[config.mk]
export PLATFORM = sky130hd
export DESIGN_NAME = date_validate_and_day_number
export DESIGN_NICKNAME = d
export VERILOG_FILES = /design/src/dvd_pkg.sv /design/src/date_validate_and_day_number.sv /design/src/dvd_date_check.sv /design/src/dvd_day_count.sv
export SDC_FILE = /design/constraint.sdc
export NUM_CORES = 2
export LEC_CHECK = 0
export ABC_AREA = 1
export BUFFER_PORTS_ARGS = -buffer_cell sky130_fd_sc_hd__buf_2
export CELL_PAD_IN_SITES_DETAIL_PLACEMENT = 1
export CELL_PAD_IN_SITES_GLOBAL_PLACEMENT = 1
export CORE_MARGIN = 3
export CORE_UTILIZATION = 50
export DETAILED_ROUTE_END_ITERATION = 10
export GPL_ROUTABILITY_DRIVEN = 0
export PLACE_DENSITY_LB_ADDON = 0.1
export RECOVER_POWER = 25
export SLEW_MARGIN = 30
export SYNTH_ARGS = -nofsm -noshare
export SYNTH_HDL_FRONTEND = slang
export SYNTH_HIERARCHICAL = 1
export SYNTH_SLANG_ARGS = --single-unit
[constraint.sdc]
create_clock -name clk -period 14.54 [get_ports clk]
set_input_delay 4.362 -clock clk [delete_from_list [all_inputs] [get_ports clk]]
set_output_delay 4.362 -clock clk [all_outputs]
set_load 0.01 [all_outputs]
[src/dvd_pkg.sv]
// shared types, constants and tables for the date validate and day number block
`default_nettype none
package dvd_pkg;

  localparam int YEAR_W  = 14;
  localparam int MONTH_W = 4;
  localparam int DAY_W   = 5;
  localparam int COUNT_W = 23;
  localparam int STAT_W  = 2;
  localparam int OFFS_W  = 9;
  localparam int LEN_W   = 5;
  localparam int Q100_W  = 8;

  localparam int CFG_INDEX_W = 2;

  localparam logic [CFG_INDEX_W-1:0] CFG_YEAR_FLOOR   = 2'd0;
  localparam logic [CFG_INDEX_W-1:0] CFG_CURRENT_YEAR = 2'd1;

  localparam logic [YEAR_W-1:0] YEAR_FLOOR_RESET   = 14'd1500;
  localparam logic [YEAR_W-1:0] CURRENT_YEAR_RESET = 14'd2023;

  localparam logic [STAT_W-1:0] STATUS_OK        = 2'd0;
  localparam logic [STAT_W-1:0] STATUS_BAD_YEAR  = 2'd1;
  localparam logic [STAT_W-1:0] STATUS_BAD_MONTH = 2'd2;
  localparam logic [STAT_W-1:0] STATUS_BAD_DAY   = 2'd3;

  // floor(x / 100) = (x * RECIP_100) >> RECIP_SHIFT, exact for any 14-bit x
  localparam logic [YEAR_W-1:0] RECIP_100   = 14'd10486;
  localparam int                RECIP_SHIFT = 20;
  localparam int                PROD_W      = 2 * YEAR_W;

  typedef struct packed {
    logic [YEAR_W-1:0]  year;
    logic [MONTH_W-1:0] month;
    logic [DAY_W-1:0]   day;
  } date_t;

  // (153 * tm - 457) / 5 with january and february shifted to months 13 and 14,
  // and month 0 taken as month 12
  function automatic logic [OFFS_W-1:0] month_offset(input logic [MONTH_W-1:0] m);
    logic [OFFS_W-1:0] offs;
    case (m)
      4'd0:    offs = 9'd275;
      4'd1:    offs = 9'd306;
      4'd2:    offs = 9'd337;
      4'd3:    offs = 9'd0;
      4'd4:    offs = 9'd31;
      4'd5:    offs = 9'd61;
      4'd6:    offs = 9'd92;
      4'd7:    offs = 9'd122;
      4'd8:    offs = 9'd153;
      4'd9:    offs = 9'd184;
      4'd10:   offs = 9'd214;
      4'd11:   offs = 9'd245;
      4'd12:   offs = 9'd275;
      4'd13:   offs = 9'd306;
      4'd14:   offs = 9'd337;
      default: offs = 9'd367;
    endcase
    return offs;
  endfunction

  // length of a common-year month
  function automatic logic [LEN_W-1:0] month_length(input logic [MONTH_W-1:0] m);
    logic [LEN_W-1:0] len;
    case (m)
      4'd2:                      len = 5'd28;
      4'd4, 4'd6, 4'd9, 4'd11:   len = 5'd30;
      default:                   len = 5'd31;
    endcase
    return len;
  endfunction

endpackage
`default_nettype wire

[src/date_validate_and_day_number.sv]
// top level: date pair check and day number conversion
//
// command channel: an item (two dates a and b) transfers at a rising edge with
// start high and busy low; busy is never raised, so an item can transfer every
// cycle
// config channel: cfg_valid/cfg_ready with cfg_index and cfg_data; index 0 is
// the lowest valid year, index 1 is current_year, other indexes are ignored;
// cfg_ready is always high; write only while no item is in flight
// result: status_a, status_b, day_count_a, day_count_b and day_difference are
// shown for one cycle with done high; the receiver cannot stall, every result
// transfers at the edge ending that cycle
// throughput is one item per cycle, set by one input register and one result
// register with the range checks and day number sums between them
// reset: synchronous, clears the pipeline valid flags and loads the lowest
// valid year 1500 and current_year 2023
`default_nettype none
module date_validate_and_day_number
  import dvd_pkg::*;
(
  input  logic                       clk,
  input  logic                       rst,
  // command channel
  input  logic                       start,
  output logic                       busy,
  input  logic [YEAR_W-1:0]          year_a,
  input  logic [MONTH_W-1:0]         month_a,
  input  logic [DAY_W-1:0]           day_a,
  input  logic [YEAR_W-1:0]          year_b,
  input  logic [MONTH_W-1:0]         month_b,
  input  logic [DAY_W-1:0]           day_b,
  // config channel
  input  logic                       cfg_valid,
  output logic                       cfg_ready,
  input  logic [CFG_INDEX_W-1:0]     cfg_index,
  input  logic [YEAR_W-1:0]          cfg_data,
  // result channel
  output logic                       done,
  output logic [STAT_W-1:0]          status_a,
  output logic [STAT_W-1:0]          status_b,
  output logic signed [COUNT_W-1:0]  day_count_a,
  output logic signed [COUNT_W-1:0]  day_count_b,
  output logic signed [COUNT_W-1:0]  day_difference
);

  // config registers
  logic [YEAR_W-1:0]  year_floor;
  logic [YEAR_W-1:0]  current_year;

  // input register
  logic               in_valid;
  date_t              date_a;
  date_t              date_b;

  // combinational results
  logic [STAT_W-1:0]  stat_a_next;
  logic [STAT_W-1:0]  stat_b_next;
  logic [COUNT_W-1:0] count_a_next;
  logic [COUNT_W-1:0] count_b_next;
  logic [COUNT_W-1:0] diff_next;

  // the pipeline never holds off a transfer
  assign busy      = 1'b0;
  assign cfg_ready = 1'b1;

  // config writes, unknown indexes dropped
  always_ff @(posedge clk) begin
    if (rst) begin
      year_floor   <= YEAR_FLOOR_RESET;
      current_year <= CURRENT_YEAR_RESET;
    end else if (cfg_valid && cfg_ready) begin
      case (cfg_index)
        CFG_YEAR_FLOOR:   year_floor   <= cfg_data;
        CFG_CURRENT_YEAR: current_year <= cfg_data;
        default: begin
        end
      endcase
    end
  end

  // input register
  always_ff @(posedge clk) begin
    if (rst) begin
      in_valid <= 1'b0;
    end else begin
      in_valid <= start && !busy;
    end
  end

  always_ff @(posedge clk) begin
    if (start && !busy) begin
      date_a <= '{year: year_a, month: month_a, day: day_a};
      date_b <= '{year: year_b, month: month_b, day: day_b};
    end
  end

  // per-date checks and day numbers
  dvd_date_check u_check_a (
    .date         (date_a),
    .year_floor   (year_floor),
    .current_year (current_year),
    .status       (stat_a_next)
  );

  dvd_date_check u_check_b (
    .date         (date_b),
    .year_floor   (year_floor),
    .current_year (current_year),
    .status       (stat_b_next)
  );

  dvd_day_count u_count_a (
    .date  (date_a),
    .count (count_a_next)
  );

  dvd_day_count u_count_b (
    .date  (date_b),
    .count (count_b_next)
  );

  // modulo 2^23 difference equals the low bits of the exact one
  assign diff_next = count_a_next - count_b_next;

  // result register
  always_ff @(posedge clk) begin
    if (rst) begin
      done <= 1'b0;
    end else begin
      done <= in_valid;
    end
  end

  always_ff @(posedge clk) begin
    if (in_valid) begin
      status_a       <= stat_a_next;
      status_b       <= stat_b_next;
      day_count_a    <= $signed(count_a_next);
      day_count_b    <= $signed(count_b_next);
      day_difference <= $signed(diff_next);
    end
  end

`ifndef SYNTH
  // every registered item shows up as a result in the following cycle
  a_item_to_result: assert property (@(posedge clk) disable iff (rst)
    in_valid |=> done)
    else $error("registered item produced no result");

  // no result without an item behind it
  a_result_has_item: assert property (@(posedge clk) disable iff (rst)
    done |-> $past(in_valid))
    else $error("result strobe without a registered item");

  // difference matches the two day numbers shown with it
  a_diff_consistent: assert property (@(posedge clk) disable iff (rst)
    done |-> (day_difference == day_count_a - day_count_b))
    else $error("day difference does not match the day numbers");

  // a write to index 0 lands in the lowest valid year
  a_cfg_year_floor: assert property (@(posedge clk) disable iff (rst)
    (cfg_valid && cfg_ready && (cfg_index == CFG_YEAR_FLOOR)) |=>
      (year_floor == $past(cfg_data)))
    else $error("year floor write lost");
`endif

endmodule
`default_nettype wire

[src/dvd_date_check.sv]
// year, month and day range check of one date
`default_nettype none
module dvd_date_check
  import dvd_pkg::*;
(
  input  date_t               date,
  input  logic [YEAR_W-1:0]   year_floor,
  input  logic [YEAR_W-1:0]   current_year,
  output logic [STAT_W-1:0]   status
);

  logic [PROD_W-1:0]  prod;
  logic [Q100_W-1:0]  q100;
  logic [YEAR_W:0]    q_times_100;
  logic [YEAR_W:0]    year_high;
  logic               div100;
  logic               leap;
  logic [LEN_W-1:0]   len;

  always_comb begin
    prod        = {{YEAR_W{1'b0}}, date.year} * {{YEAR_W{1'b0}}, RECIP_100};
    q100        = prod[RECIP_SHIFT +: Q100_W];
    q_times_100 = {{(YEAR_W + 1 - Q100_W){1'b0}}, q100} * 15'd100;
    div100      = ({1'b0, date.year} == q_times_100);
    // divisible by 4 and not by 100, or by 400
    leap        = ((date.year[1:0] == 2'd0) && !div100) || (div100 && (q100[1:0] == 2'd0));
    len         = month_length(date.month);
    if ((date.month == 4'd2) && leap) begin
      len = 5'd29;
    end
    year_high   = {1'b0, current_year} + 15'd1;

    if ((date.year < year_floor) || ({1'b0, date.year} > year_high)) begin
      status = STATUS_BAD_YEAR;
    end else if (!(date.month inside {[4'd1:4'd12]})) begin
      status = STATUS_BAD_MONTH;
    end else if ((date.day == 5'd0) || (date.day > len)) begin
      status = STATUS_BAD_DAY;
    end else begin
      status = STATUS_OK;
    end
  end

endmodule
`default_nettype wire

[src/dvd_day_count.sv]
// day number of one date, counted from 0001-01-01 as day 1
`default_nettype none
module dvd_day_count
  import dvd_pkg::*;
(
  input  date_t               date,
  output logic [COUNT_W-1:0]  count
);

  logic               shift_year;
  logic               year_neg;
  logic [YEAR_W-1:0]  ty;
  logic [PROD_W-1:0]  prod;
  logic [Q100_W-1:0]  q100;
  logic [COUNT_W-1:0] base;
  logic [COUNT_W-1:0] years_part;

  // all sums are modulo 2^23, which gives the low bits of the exact value
  always_comb begin
    shift_year = (date.month < 4'd3);
    year_neg   = shift_year && (date.year == '0);
    ty         = shift_year ? (date.year - 14'd1) : date.year;
    prod       = {{YEAR_W{1'b0}}, ty} * {{YEAR_W{1'b0}}, RECIP_100};
    q100       = prod[RECIP_SHIFT +: Q100_W];
    base       = {{(COUNT_W - YEAR_W){1'b0}}, ty} * 23'd365;
    // shifted year of minus one: every truncating quotient is zero
    if (year_neg) begin
      years_part = 23'd0 - 23'd365;
    end else begin
      years_part = base
                 + {{(COUNT_W - YEAR_W + 2){1'b0}}, ty[YEAR_W-1:2]}
                 - {{(COUNT_W - Q100_W){1'b0}}, q100}
                 + {{(COUNT_W - Q100_W + 2){1'b0}}, q100[Q100_W-1:2]};
    end
    count = years_part
          + {{(COUNT_W - OFFS_W){1'b0}}, month_offset(date.month)}
          + {{(COUNT_W - DAY_W){1'b0}}, date.day}
          - 23'd306;
  end

endmodule
`default_nettype wire

==> metrics.txt <==
WP data arrival approximately 14 ns; Hold Buf Count CTS 0; cell area after placement 0.0385 mm²; Max Cap Viol 1; Top FF cell, synth edfxtp_1; Die H 276 µm; syn avg cell area roughly 8.2 µm²; violated checks max-capacitance violations, max-slew violations; total vias in the final route between 20000 and 30000; hold crit path type reg2reg; Synth cell types 66; worst-path maximum fanout 9; Root Driver clkbuf_16; CP Class reg2reg; GRT Total Usage 28.8%; I/O Buffers between 100 and 150; DR iter-0 viols about 1300; Fin Setup TNS 0 ns; routed length per instance 19.4 µm; yosys warns 6; Max Buffers Root-to-Sink 2; Final Cycle Share roughly 94%; CP max stage cell xor2_1; Die Wd between 200 and 300 µm; crit-path most repeated cell inv_1; initial antenna violation count 4; Initial Util 50.8%; vias in the first global route 32700; slew margin rel. -156%; RSZ-0062 raised after global routing false; Syn Nets 5707; CP Capture Type register; HPWL after DPL 95.3 mm; minimum clock period 13.72 ns; Post-Layout Inst Area between 0.03 and 0.04 mm²; DRC Markers 0; flops & latches, synth roughly 150; layout cells sized above 1 6.45%; Req. time, crit path 14.77 ns; synthesis-to-finish area growth 7.17%; H-Tree Depth 4; R2R Setup Slk 0.82 ns; antenna-violating nets left 0; Final Hold Vio Count 0; Std-Cell Core Area 0.0719 mm²; number of diodes 0; EDFF count, synth 119; Setup Skew 0.0117 ns; Slew @ Worst Pin 3.84 ns; IO Count 142; FMAX 0.0729 GHz; FILL cells around 8900; die area 0.0762 mm²; mapped cell area 0.0365 mm²; most frequent cells in the layout 1196 x inv_1, 766 x ha_1, 694 x nand2_1, 421 x fa_1, 248 x nor2_1; Worst Setup Start Kind register; Setup Viol. Count Final 0; fraction of registers with async set or reset after synthesis 0%; DR vias/cell 5.32; most common cell after layout, fill and taps aside inv_1; num rows about 100; CTS sink cnt 149; CTS buffer count 17; final wirelength 109 mm; sequential cell area fraction in the yosys report roughly 11%; outcome finished with violations; grt ovf 0; fin. max-slew vios ~70; Worst-path clk slew about 0.080 ns; Worst-Skew Late Latency 0.47 ns; Layout Nets roughly 5900; Pre-Repair DR Iteration Count 5; first-pass GRT wire length around 180 mm; pin count of the biggest net entering global routing 69; CTS tree done; Worst path max stage delay 0.55 ns; Syn Inst Count 4454
[worst paths after layout]
| kind | from | endpoint | cells after the start |
|---|---|---|---|
| worst max register to register | date_b[6] | day_difference[20] | 57 |
| worst min register to register | year_floor[10] | year_floor[10] | 2 |
| worst max-delay path | date_b[6] | day_difference[20] | 57 |
| worst min-delay path | year_floor[10] | year_floor[10] | 2 |
[metal layers]
metal,global-route usage [%],vias to the layer above,wire [µm]
li1,-,14300,-
met1,38.1,14700,48500
met4,6.61,2,2350
met2,50.9,579,53600
met3,2.96,117,4040
met5,0,-,12
[cells by family (layout without fill, tap and decap cells)]
logic type,Yosys count,count (layout),synth area share (%)
adder cells (fa/ha/maj),1187,1187,49.4
other,2,2,0.0206
buffers and inverters,1225,1407,12.7
XOR/XNOR,162,162,4.06
flip-flops,149,149,11.4
AND/OR/NAND/NOR,1301,1301,15.8
AO/OA/AOI/OAI,428,428,6.62
[area by class of cell]
cell class | instances | area [µm²] | area share, %
clock buffer | 18 | 429 | 1.10
clock inverter | 14 | 180 | 0.461
inverter | 1214 | 4560 | 11.7
multi-input combinational | 3080 | 27700 | 70.8
sequential | 149 | 4170 | 10.7
tap | 950 | 1190 | 3.04
timing repair buffer | 161 | 868 | 2.22
[critical path, delay by kind of cell, from the launching register on]
| family | cells | cell delay, ns |
|---|---|---|
| fa+ha+maj | 15 | 6.48 |
| compound gates | 5 | 0.83 |
| flops | 1 | 0.50 |
| simple gates | 25 | 3.58 |
| xor+xnor | 3 | 1.09 |
| buf+inv | 9 | 0.97 |
[flip-flops by register name, indices dropped and copies added (netlist names)]
signal	count
date_a	23
date_b	23
day_count_a	23
day_count_b	23
day_difference	23
current_year	14
year_floor	14
status_a	2
status_b	2
done	1
in_valid	1
[Yosys cell counts, drive strengths merged (3+ instances only)]
| master | instances | area, µm² |
|---|---|---|
| xnor3 | 4 | 90.1 |
| o21bai | 17 | 128 |
| fa | 421 | 8430 |
| nand3b | 9 | 83.8 |
| o221ai | 5 | 43.8 |
| a211oi | 9 | 67.6 |
| buf | 8 | 57.6 |
| o211ai | 11 | 82.6 |
| a31oi | 8 | 50.1 |
| and2 | 5 | 31.3 |
| or2 | 21 | 131 |
| xor2 | 108 | 953 |
| xnor2 | 50 | 438 |
| a21o | 18 | 150 |
| ha | 766 | 9580 |
| o21ai | 122 | 618 |
| clkbuf | 3 | 11.3 |
| o22ai | 3 | 18.8 |
| inv | 1211 | 4550 |
| clkinv | 3 | 11.3 |
| nand2 | 716 | 2760 |
| o21a | 5 | 37.5 |
| nor3 | 31 | 181 |
| nor4 | 11 | 75.1 |
| nor3b | 6 | 45.0 |
| nand3 | 185 | 1000 |
| a21boi | 7 | 52.6 |
| a21oi | 214 | 1090 |
| edfxtp | 119 | 3570 |
| dfxtp | 30 | 601 |
| nor2 | 263 | 1090 |
| nand4 | 49 | 334 |
[repair_timing]
item | 4_1_cts | 5_1_grt
endpoints found under the setup margin | 0 | 1
gates resized for setup | 0 | 1
setup buffers | 0 | 0
[per-stage QoR]
stage	instances	hold WS (ns)	setup WS [ns]	utilization (%)
3_5_place_dp	5553	0.490	0.949	53.5
6_report	5586	0.510	0.819	54.4
2_1_floorplan	4454	0.451	2.64	-
5_1_grt	5586	0.527	0.0568	54.4
4_1_cts	5585	0.503	0.911	54.4
3_3_place_gp	5552	0.470	1.22	53.5
Power is not shown: default switching activity piles up to over one toggle a cycle in this logic, so the estimate is an artifact.
